==> src/rtl/mac_header_byte_parser_unit_defines.svh <==
// ----------------------------------------------------------------------------
// MAC header byte parser assertion macros
// Concurrent assertion shorthands, empty when SYNTHESIS is set.
// ----------------------------------------------------------------------------
`ifndef MAC_HEADER_BYTE_PARSER_UNIT_DEFINES_SVH
`define MAC_HEADER_BYTE_PARSER_UNIT_DEFINES_SVH

`ifndef SYNTHESIS

`define MHBP_ASSERT_IMPLY(name, clk, rst, ante, cons) \
  name: assert property (@(posedge clk) disable iff (rst) (ante) |-> (cons)) \
    else $error("mhbp: same-cycle check failed");

`define MHBP_ASSERT_NEXT(name, clk, rst, ante, cons) \
  name: assert property (@(posedge clk) disable iff (rst) (ante) |=> (cons)) \
    else $error("mhbp: next-cycle check failed");

`else

`define MHBP_ASSERT_IMPLY(name, clk, rst, ante, cons)

`define MHBP_ASSERT_NEXT(name, clk, rst, ante, cons)

`endif

`endif

==> src/rtl/mhbp_pkg.sv <==
// ----------------------------------------------------------------------------
// MAC header byte parser package
// Field codes, field lengths and shared types of the frame parser.
// ----------------------------------------------------------------------------
package mhbp_pkg;

  localparam int MAX_FRAME_BYTES_DEFAULT = 127;

  localparam logic [3:0] EXT_ADDR_BYTES = 4'd8;
  localparam logic [3:0] KEY_LONG_BYTES = 4'd9;
  localparam logic [3:0] KEY_MID_BYTES  = 4'd5;
  localparam logic [3:0] COUNTER_BYTES  = 4'd4;

  typedef enum logic [3:0] {
    FK_FCF     = 4'd0,
    FK_SEQ     = 4'd1,
    FK_DPAN    = 4'd2,
    FK_DADDR   = 4'd3,
    FK_SPAN    = 4'd4,
    FK_SADDR   = 4'd5,
    FK_SCF     = 4'd6,
    FK_CNT     = 4'd7,
    FK_KEY     = 4'd8,
    FK_PAYLOAD = 4'd9,
    FK_FCS     = 4'd10,
    FK_EXCESS  = 4'd11
  } field_kind_t;

  typedef enum logic [1:0] {
    AM_NONE     = 2'd0,
    AM_RESERVED = 2'd1,
    AM_SHORT    = 2'd2,
    AM_EXT      = 2'd3
  } addr_mode_t;

  typedef struct packed {
    logic [15:0] control_word;
    logic [7:0]  security_control;
  } frame_ctrl_t;

  typedef struct packed {
    field_kind_t next_field;
    logic [3:0]  field_len;
  } field_step_t;

  function automatic logic [3:0] addr_len(input logic [1:0] mode);
    logic [3:0] len;
    unique case (addr_mode_t'(mode))
      AM_SHORT: len = 4'd2;
      AM_EXT:   len = EXT_ADDR_BYTES;
      default:  len = 4'd0;
    endcase
    return len;
  endfunction

  function automatic logic [3:0] key_len(input logic [1:0] kid);
    logic [3:0] len;
    unique case (kid)
      2'd0:    len = 4'd0;
      2'd1:    len = 4'd1;
      2'd2:    len = KEY_MID_BYTES;
      default: len = KEY_LONG_BYTES;
    endcase
    return len;
  endfunction

  function automatic logic [3:0] field_len(input field_kind_t f, input frame_ctrl_t c);
    logic [1:0] dmode;
    logic [1:0] smode;
    logic       sec;
    logic       comp;
    logic [3:0] len;
    dmode = c.control_word[11:10];
    smode = c.control_word[15:14];
    sec   = c.control_word[3];
    comp  = c.control_word[6];
    unique case (f)
      FK_FCF:   len = 4'd2;
      FK_SEQ:   len = 4'd1;
      FK_DPAN:  len = (dmode != AM_NONE) ? 4'd2 : 4'd0;
      FK_DADDR: len = addr_len(dmode);
      FK_SPAN:  len = (smode != AM_NONE && !comp) ? 4'd2 : 4'd0;
      FK_SADDR: len = addr_len(smode);
      FK_SCF:   len = sec ? 4'd1 : 4'd0;
      FK_CNT:   len = sec ? COUNTER_BYTES : 4'd0;
      FK_KEY:   len = sec ? key_len(c.security_control[4:3]) : 4'd0;
      default:  len = 4'd0;
    endcase
    return len;
  endfunction

endpackage

==> src/rtl/mhbp_ifs.sv <==
// ----------------------------------------------------------------------------
// MAC header byte parser channels
// Valid/ready channels for received bytes and labeled result items.
// ----------------------------------------------------------------------------
interface mhbp_in_if;
  logic       valid;
  logic       ready;
  logic [7:0] rx_byte;
  logic       frame_start;
  logic [6:0] frame_length;

  modport source (output valid, rx_byte, frame_start, frame_length, input ready);
  modport sink (input valid, rx_byte, frame_start, frame_length, output ready);
endinterface

interface mhbp_out_if;
  logic        valid;
  logic        ready;
  logic [3:0]  field_kind;
  logic [3:0]  field_byte_index;
  logic [7:0]  byte_value;
  logic [1:0]  dest_mode;
  logic [1:0]  src_mode;
  logic        security_on;
  logic [1:0]  key_id_mode;
  logic [5:0]  header_length;
  logic [6:0]  payload_length;
  logic [15:0] fcs_value;
  logic        frame_end;
  logic        length_error;

  modport source (
    output valid, field_kind, field_byte_index, byte_value, dest_mode, src_mode,
           security_on, key_id_mode, header_length, payload_length, fcs_value,
           frame_end, length_error,
    input  ready
  );
  modport sink (
    input  valid, field_kind, field_byte_index, byte_value, dest_mode, src_mode,
           security_on, key_id_mode, header_length, payload_length, fcs_value,
           frame_end, length_error,
    output ready
  );
endinterface

==> src/rtl/mhbp_field_seq.sv <==
// ----------------------------------------------------------------------------
// MAC header field sequencer
// Length of the current header field and the next field that is present.
// ----------------------------------------------------------------------------
module mhbp_field_seq (
  input  mhbp_pkg::field_kind_t cur_field,
  input  mhbp_pkg::frame_ctrl_t ctrl,
  output mhbp_pkg::field_step_t step
);

  logic [8:1] present;

  always_comb begin
    for (int k = 1; k <= 8; k++) begin
      present[k] = (mhbp_pkg::field_len(mhbp_pkg::field_kind_t'(4'(k)), ctrl) != 4'd0);
    end
  end

  // pick the lowest present field after the current one, else payload
  always_comb begin
    step.field_len  = mhbp_pkg::field_len(cur_field, ctrl);
    step.next_field = mhbp_pkg::FK_PAYLOAD;
    for (int k = 8; k >= 1; k--) begin
      if (4'(k) > cur_field && present[k]) begin
        step.next_field = mhbp_pkg::field_kind_t'(4'(k));
      end
    end
  end

endmodule

==> src/rtl/mac_header_byte_parser_unit.sv <==
// ----------------------------------------------------------------------------
// MAC header byte parser
// Labels each byte of a received 802.15.4 MAC frame with its field.
// ----------------------------------------------------------------------------
// Takes one frame byte per clock and returns one labeled item per byte, in the
// cycle after the byte is accepted. The frame control field picks the
// optional address and security fields; each byte gets its field kind and
// index, the running header and payload lengths, the FCS on its second
// byte, and a length error when the frame is shorter than header plus FCS.
// Throughput is one byte every cycle: the field step is a single pass of
// logic between the input handshake and the result register, and input
// stalls only while the result register holds an item the sink has not
// taken. Lengths above MAX_FRAME_BYTES saturate to it.
`include "mac_header_byte_parser_unit_defines.svh"

module mac_header_byte_parser_unit #(
  parameter int MAX_FRAME_BYTES = mhbp_pkg::MAX_FRAME_BYTES_DEFAULT
) (
  input logic       clk,
  input logic       rst,
  mhbp_in_if.sink   in_ch,
  mhbp_out_if.source out_ch
);

  localparam logic [6:0] MAX_LEN = 7'(MAX_FRAME_BYTES);

  logic [6:0]            byte_count, byte_count_next;
  mhbp_pkg::field_kind_t current_field, current_field_next;
  logic [3:0]            index_in_field, index_in_field_next;
  mhbp_pkg::frame_ctrl_t ctrl, ctrl_next;
  logic [6:0]            length_latched, length_latched_next;
  logic [5:0]            header_count, header_count_next;
  logic [7:0]            fcs_high, fcs_high_next;

  logic                  out_valid;
  logic                  in_acc;

  mhbp_pkg::field_kind_t cf;
  mhbp_pkg::frame_ctrl_t ctrl_base;
  mhbp_pkg::field_step_t step;
  logic [6:0]            pos, len, len_sat;
  logic [3:0]            idx, idx_inc, fcs_idx;
  logic [5:0]            hc;
  logic [7:0]            fh, b, hc2, pos2;

  mhbp_pkg::field_kind_t kind_next;
  logic [3:0]            out_idx_next;
  logic [15:0]           fcs_next;
  logic [6:0]            payload_next;
  logic                  err_next, end_next;

  assign in_ch.ready = !out_valid || out_ch.ready;
  assign in_acc      = in_ch.valid && in_ch.ready;
  assign b           = in_ch.rx_byte;

  assign len_sat = (in_ch.frame_length > MAX_LEN) ? MAX_LEN : in_ch.frame_length;

  always_comb begin
    if (in_ch.frame_start) begin
      pos       = '0;
      cf        = mhbp_pkg::FK_FCF;
      idx       = '0;
      ctrl_base = '0;
      len       = len_sat;
      hc        = '0;
      fh        = '0;
    end else begin
      pos       = byte_count;
      cf        = current_field;
      idx       = index_in_field;
      ctrl_base = ctrl;
      len       = length_latched;
      hc        = header_count;
      fh        = fcs_high;
    end
  end

  // capture header control bytes before the field step sees them
  always_comb begin
    ctrl_next = ctrl_base;
    if (pos < len && cf < mhbp_pkg::FK_PAYLOAD) begin
      if (cf == mhbp_pkg::FK_FCF) begin
        if (idx == 4'd0) begin
          ctrl_next.control_word[7:0] = b;
        end else begin
          ctrl_next.control_word[15:8] = b;
        end
      end else if (cf == mhbp_pkg::FK_SCF) begin
        ctrl_next.security_control = b;
      end
    end
  end

  mhbp_field_seq u_field_seq (
    .cur_field (cf),
    .ctrl      (ctrl_next),
    .step      (step)
  );

  assign idx_inc = idx + 4'd1;
  assign pos2    = {1'b0, pos} + 8'd2;
  assign fcs_idx = 4'(pos2 - {1'b0, len});

  always_comb begin
    current_field_next  = cf;
    index_in_field_next = idx;
    header_count_next   = hc;
    fcs_high_next       = fh;
    length_latched_next = len;
    byte_count_next     = (pos < MAX_LEN) ? pos + 7'd1 : MAX_LEN;
    kind_next           = mhbp_pkg::FK_EXCESS;
    out_idx_next        = '0;
    fcs_next            = '0;
    priority if (pos >= len) begin
      kind_next = mhbp_pkg::FK_EXCESS;
    end else if (cf < mhbp_pkg::FK_PAYLOAD) begin
      kind_next         = cf;
      out_idx_next      = idx;
      header_count_next = hc + 6'd1;
      if (idx_inc >= step.field_len) begin
        current_field_next  = step.next_field;
        index_in_field_next = '0;
      end else begin
        index_in_field_next = idx_inc;
      end
    end else if (pos2 >= {1'b0, len}) begin
      kind_next    = mhbp_pkg::FK_FCS;
      out_idx_next = fcs_idx;
      if (fcs_idx == 4'd0) begin
        fcs_high_next = b;
      end else begin
        fcs_next = {fh, b};
      end
    end else begin
      kind_next = mhbp_pkg::FK_PAYLOAD;
    end
  end

  assign hc2          = {2'b0, header_count_next} + 8'd2;
  assign err_next     = hc2 > {1'b0, len};
  assign payload_next = err_next ? '0 : 7'({1'b0, len} - hc2);
  assign end_next     = (len != 7'd0) && (pos == len - 7'd1);

  always_ff @(posedge clk) begin
    if (rst) begin
      byte_count     <= '0;
      current_field  <= mhbp_pkg::FK_FCF;
      index_in_field <= '0;
      ctrl           <= '0;
      length_latched <= '0;
      header_count   <= '0;
      fcs_high       <= '0;
    end else if (in_acc) begin
      byte_count     <= byte_count_next;
      current_field  <= current_field_next;
      index_in_field <= index_in_field_next;
      ctrl           <= ctrl_next;
      length_latched <= length_latched_next;
      header_count   <= header_count_next;
      fcs_high       <= fcs_high_next;
    end
  end

  always_ff @(posedge clk) begin
    if (rst) begin
      out_valid <= 1'b0;
    end else if (in_acc) begin
      out_valid <= 1'b1;
    end else if (out_ch.ready) begin
      out_valid <= 1'b0;
    end
  end

  always_ff @(posedge clk) begin
    if (in_acc) begin
      out_ch.field_kind       <= kind_next;
      out_ch.field_byte_index <= out_idx_next;
      out_ch.byte_value       <= b;
      out_ch.dest_mode        <= ctrl_next.control_word[11:10];
      out_ch.src_mode         <= ctrl_next.control_word[15:14];
      out_ch.security_on      <= ctrl_next.control_word[3];
      out_ch.key_id_mode      <= ctrl_next.security_control[4:3];
      out_ch.header_length    <= header_count_next;
      out_ch.payload_length   <= payload_next;
      out_ch.fcs_value        <= fcs_next;
      out_ch.frame_end        <= end_next;
      out_ch.length_error     <= err_next;
    end
  end

  assign out_ch.valid = out_valid;

  `MHBP_ASSERT_NEXT(a_acc_gives_item, clk, rst, in_acc, out_valid)
  `MHBP_ASSERT_IMPLY(a_count_bound, clk, rst, 1'b1, byte_count <= MAX_LEN)
  `MHBP_ASSERT_IMPLY(a_index_bound, clk, rst, 1'b1, index_in_field <= 4'd8)
  `MHBP_ASSERT_IMPLY(a_fcs_index, clk, rst,
    out_valid && out_ch.field_kind == mhbp_pkg::FK_FCS, out_ch.field_byte_index <= 4'd1)
  `MHBP_ASSERT_IMPLY(a_length_sum, clk, rst, out_valid && !out_ch.length_error,
    {2'b0, out_ch.header_length} + {1'b0, out_ch.payload_length} + 8'd2 == {1'b0, length_latched})

endmodule

==> src/flat_wrapper.sv <==
// flat-port wrapper written by rule: the top's interface ports become plain ports
module mac_header_byte_parser_unit_flat 
#(
  parameter int MAX_FRAME_BYTES = mhbp_pkg::MAX_FRAME_BYTES_DEFAULT
)
  (clk, rst, in_ch_valid, in_ch_rx_byte, in_ch_frame_start, in_ch_frame_length, in_ch_ready, out_ch_valid, out_ch_field_kind, out_ch_field_byte_index, out_ch_byte_value, out_ch_dest_mode, out_ch_src_mode, out_ch_security_on, out_ch_key_id_mode, out_ch_header_length, out_ch_payload_length, out_ch_fcs_value, out_ch_frame_end, out_ch_length_error, out_ch_ready);
  mhbp_in_if in_ch_i ();
  mhbp_out_if out_ch_i ();
  input logic clk;
  input logic rst;
  input wire logic [$bits(in_ch_i.valid)-1:0] in_ch_valid;
  input wire logic [$bits(in_ch_i.rx_byte)-1:0] in_ch_rx_byte;
  input wire logic [$bits(in_ch_i.frame_start)-1:0] in_ch_frame_start;
  input wire logic [$bits(in_ch_i.frame_length)-1:0] in_ch_frame_length;
  output wire logic [$bits(in_ch_i.ready)-1:0] in_ch_ready;
  output wire logic [$bits(out_ch_i.valid)-1:0] out_ch_valid;
  output wire logic [$bits(out_ch_i.field_kind)-1:0] out_ch_field_kind;
  output wire logic [$bits(out_ch_i.field_byte_index)-1:0] out_ch_field_byte_index;
  output wire logic [$bits(out_ch_i.byte_value)-1:0] out_ch_byte_value;
  output wire logic [$bits(out_ch_i.dest_mode)-1:0] out_ch_dest_mode;
  output wire logic [$bits(out_ch_i.src_mode)-1:0] out_ch_src_mode;
  output wire logic [$bits(out_ch_i.security_on)-1:0] out_ch_security_on;
  output wire logic [$bits(out_ch_i.key_id_mode)-1:0] out_ch_key_id_mode;
  output wire logic [$bits(out_ch_i.header_length)-1:0] out_ch_header_length;
  output wire logic [$bits(out_ch_i.payload_length)-1:0] out_ch_payload_length;
  output wire logic [$bits(out_ch_i.fcs_value)-1:0] out_ch_fcs_value;
  output wire logic [$bits(out_ch_i.frame_end)-1:0] out_ch_frame_end;
  output wire logic [$bits(out_ch_i.length_error)-1:0] out_ch_length_error;
  input wire logic [$bits(out_ch_i.ready)-1:0] out_ch_ready;
  assign in_ch_i.valid = in_ch_valid;
  assign in_ch_i.rx_byte = in_ch_rx_byte;
  assign in_ch_i.frame_start = in_ch_frame_start;
  assign in_ch_i.frame_length = in_ch_frame_length;
  assign in_ch_ready = in_ch_i.ready;
  assign out_ch_valid = out_ch_i.valid;
  assign out_ch_field_kind = out_ch_i.field_kind;
  assign out_ch_field_byte_index = out_ch_i.field_byte_index;
  assign out_ch_byte_value = out_ch_i.byte_value;
  assign out_ch_dest_mode = out_ch_i.dest_mode;
  assign out_ch_src_mode = out_ch_i.src_mode;
  assign out_ch_security_on = out_ch_i.security_on;
  assign out_ch_key_id_mode = out_ch_i.key_id_mode;
  assign out_ch_header_length = out_ch_i.header_length;
  assign out_ch_payload_length = out_ch_i.payload_length;
  assign out_ch_fcs_value = out_ch_i.fcs_value;
  assign out_ch_frame_end = out_ch_i.frame_end;
  assign out_ch_length_error = out_ch_i.length_error;
  assign out_ch_i.ready = out_ch_ready;
  mac_header_byte_parser_unit #(.MAX_FRAME_BYTES(MAX_FRAME_BYTES)) u_core (.clk(clk), .rst(rst), .in_ch(in_ch_i), .out_ch(out_ch_i));
endmodule
==> config.mk <==
export PLATFORM = sky130hd
export DESIGN_NAME = mac_header_byte_parser_unit_flat
export DESIGN_NICKNAME = d
export VERILOG_FILES = /design/src/rtl/mhbp_pkg.sv /design/src/rtl/mhbp_ifs.sv /design/src/rtl/mhbp_field_seq.sv /design/src/rtl/mac_header_byte_parser_unit.sv /design/src/flat_wrapper.sv
export VERILOG_INCLUDE_DIRS = /design/src /design/src/rtl
export SDC_FILE = /design/constraint.sdc
export NUM_CORES = 1
export LEC_CHECK = 0
export BUFFER_PORTS_ARGS = -buffer_cell sky130_fd_sc_hd__buf_4
export CORE_UTILIZATION = 59
export DETAILED_ROUTE_END_ITERATION = 10
export HOLD_SLACK_MARGIN = 0.02
export PLACE_DENSITY_LB_ADDON = 0.3
export RECOVER_POWER = 100
export SLEW_MARGIN = 25
export SYNTH_ARGS = -nofsm -noshare
export SYNTH_HDL_FRONTEND = slang
export SYNTH_HIERARCHICAL = 1
export SYNTH_SLANG_ARGS = --single-unit
==> constraint.sdc <==
create_clock -name clk -period 7.48 [get_ports clk]
set_input_delay 0.748 -clock clk [delete_from_list [all_inputs] [get_ports clk]]
set_output_delay 0.748 -clock clk [all_outputs]
set_load 0.01 [all_outputs]
==> insert_results.sql <==
INSERT INTO impl_metrics (metric_group, metric, value, unit) VALUES
('status', 'outcome', 'finished with violations', ''),
('status', 'violations_in_the_final_reports', 'max-capacitance violations, max-slew violations', ''),
('power', 'cell_internal_pwr', '846.9', 'uW'),
('critical_path', 'path_delay_family', 'compound AO/OA/AOI/OAI gates', ''),
('synth', 'syn_nets', '663', ''),
('power', 'fraction_of_power_consumed_by_the_clock_network', '0.284', ''),
('global_route', 'gr_util_all_layers', '0.2731', ''),
('sta', 'worstMarginPinSlew', '3362', 'ps'),
('clock_tree', 'clock_tree.htree_level_count', '3', ''),
('clock_tree', 'clk_transition_reported_paths', '110', 'ps'),
('clock_tree', 'clock_tree.buffer_depth', '2', ''),
('placed_design', 'place.gp.congestion', '0.8901', ''),
('clock_tree', 'setup_bufs_post_cts', '0', ''),
('placed_design', 'detailed_place_hpwl', '9.926', 'mm'),
('critical_path', 'cp_cell_sequence', 'buf_4, mux2i_1, inv_1, ha_1, nor2b_1, o221ai_1, nand3_1, o21ai_0, mux2i_1, inv_1, ha_1, xnor2_1, xor2_1, xnor2_1, o21bai_1, maj3_1, o211ai_1, a21oi_1', ''),
('clock_tree', 'post_cts_resized', '0', ''),
('cells_and_area', 'multi_input_comb_area', '3008', 'um2'),
('routing', 'dr.first_iter.drc_count', '438', ''),
('critical_path', 'critical_path.max_stage_delay', '1140', 'ps'),
('floorplanning', 'num_rows', '36', ''),
('critical_path', 'crit_fanout', '46', ''),
('power', 'pwr-share-comb', '0.214', ''),
('routing', 'routed_wl', '13.92', 'mm'),
('global_route', 'grt_antenna_before_repair', '0', ''),
('routing', 'remaining_drc_errors', '0', ''),
('routing', 'drt-pass1-iter-count', '5', ''),
('power', 'net-switching-power', '409.4', 'uW'),
('routing', 'routed_wire_length_per_instance', '17.13', 'um'),
('sta', 'setup_viol', '0', ''),
('sta', 'fin_crit_sh', '0.8634', ''),
('critical_path', 'path_class', 'input pin to register', ''),
('cells_and_area', 'nNetsFinal', '720', ''),
('sta', 'finalHoldViolations', '0', ''),
('floorplanning', 'coreArea', '9729', 'um2'),
('clock_tree', 'cts_made_buffers', '9', ''),
('sta', 'timing.max_slew.rel_slack', '-1.241', ''),
('cells_and_area', 'final_cell_mix', 'clkbuf_1, nor2_1, nand2_1, edfxtp_1, dfxtp_1', ''),
('floorplanning', 'chipWidth', '101.8', 'um'),
('critical_path', 'path_buf_inv', '3', ''),
('floorplanning', 'initial_core_util', '0.6040', ''),
('global_route', 'grt_first_pass_wirelength', '21.96', 'mm'),
('cells_and_area', 'leading_cell_type_in_the_layout_fill_and_taps_excluded', 'clkbuf_1', ''),
('critical_path', 'worstSetupEndpointType', 'register', ''),
('cells_and_area', 'drive_above_1_share', '0.06324', ''),
('critical_path', 'worstSetupStartpointType', 'input pin', ''),
('global_route', 'grt_remaining_overflow', '0', ''),
('sta', 'fmax', '0.1549', 'GHz'),
('clock_tree', 'cts.root.buffer_cell', 'clkbuf_8', ''),
('routing', 'postRouteAntennaNets', '0', ''),
('sta', 'rsz0062_at_grt', 'false', ''),
('global_route', 'largest_net_degree_at_the_start_of_global_routing', '69', ''),
('cells_and_area', 'fin_area', '6382', 'um2'),
('power', 'seqPwrFrac', '0.502', ''),
('synth', 'ys_warn_count', '6', ''),
('power', 'power-per-cell-area', '196.8', 'nW/um2'),
('power', 'sw_frac_of_total', '0.3259', ''),
('power', 'p_leak', '0.002353', 'uW'),
('sta', 'totalNegativeSetupSlack', '0', 'ps'),
('sta', 'period_minus_slack', '6458', 'ps'),
('run', 'max_cap_viol_count', '2', ''),
('cells_and_area', 'final.fill_count', '850', ''),
('synth', 'syn_area_per_cell', '9.510', 'um2'),
('power', 'ir_drop', '0.0001307', 'V'),
('synth', 'syn_area', '5877', 'um2'),
('cells_and_area', 'flow.area_growth_from_synthesis', '8.601', '%'),
('critical_path', 'worst_path_max_delay_cell', 'o21ai_0', ''),
('clock_tree', 'tritoncts', 'yes', ''),
('sta', 'final-max-slew-violation-count', '108', ''),
('cells_and_area', 'antenna_cells', '0', ''),
('sta', 'setup_skew_after_layout', '11.15', 'ps'),
('placed_design', 'place.port_buffers', '75', '');
[final timing paths]
path	startpoint	end	slack, ps	depth (start not counted)
max	in_ch_frame_start	u_core/out_ch.payload_length[3]	1020	18
min	u_core/ctrl[4]	u_core/ctrl[4]	460	2
max reg2reg	u_core/length_latched[0]	u_core/out_ch.payload_length[3]	1630	17
min reg2reg	u_core/ctrl[4]	u_core/ctrl[4]	460	2
[flip-flops by register name (all words and copies together) (netlist names), 2 cells and up]
name / count
u_core/out_ch.field_kind: 4
u_core/out_ch.field_byte_index: 4
u_core/index_in_field: 4
u_core/header_count: 6
u_core/byte_count: 7
u_core/out_ch.byte_value: 8
u_core/fcs_high: 8
u_core/length_latched: 7
u_core/current_field: 4
u_core/out_ch.payload_length: 7
u_core/out_ch.src_mode: 2
u_core/out_ch.header_length: 6
u_core/out_ch.fcs_value: 16
u_core/ctrl: 8
u_core/out_ch.dest_mode: 2
u_core/out_ch.key_id_mode: 2
[per-stage QoR]
stage | power, uW | utilization | hold WS [ps] | std cells
4_1_cts | 1283 | 0.6858 | 466.1 | 813
6_report | 1256 | 0.6560 | 463.4 | 813
5_1_grt | 1313 | 0.6560 | 494.4 | 813
3_3_place_gp | 921.4 | 0.6640 | 446.8 | 797
2_1_floorplan | 841.8 | - | 436.6 | 618
3_5_place_dp | 931.7 | 0.6640 | 451.2 | 797
[area by class of cell]
type,instances,area share
clock buffer,9,0.01941
timing repair buffer,80,0.05352
clock inverter,7,0.01392
inverter,35,0.02058
sequential,99,0.3952
tap,133,0.02607
multi-input combinational,450,0.4713
[power by group through the flow]
stage | Clock, uW | Combinational, uW | Sequential (uW)
2_1_floorplan | 0 | 191 | 651
3_3_place_gp | 0 | 281 | 641
3_5_place_dp | 0 | 289 | 643
4_1_cts | 362 | 291 | 630
5_1_grt | 381 | 296 | 635
6_report | 357 | 268 | 631
[metal layers]
layer	global-route usage	wire [um]
met1	0.3498	5980
met3	0.04072	911
met2	0.4641	6800
met4	0.1070	231
met5	0	0
[worst min-delay path, cell delays in order, from the launching register on]
cell	delay, ps
dfxtp_1	330
nand2_1	50
a21oi_1	50
No activity file was read; power rests on OpenSTA's default activity.
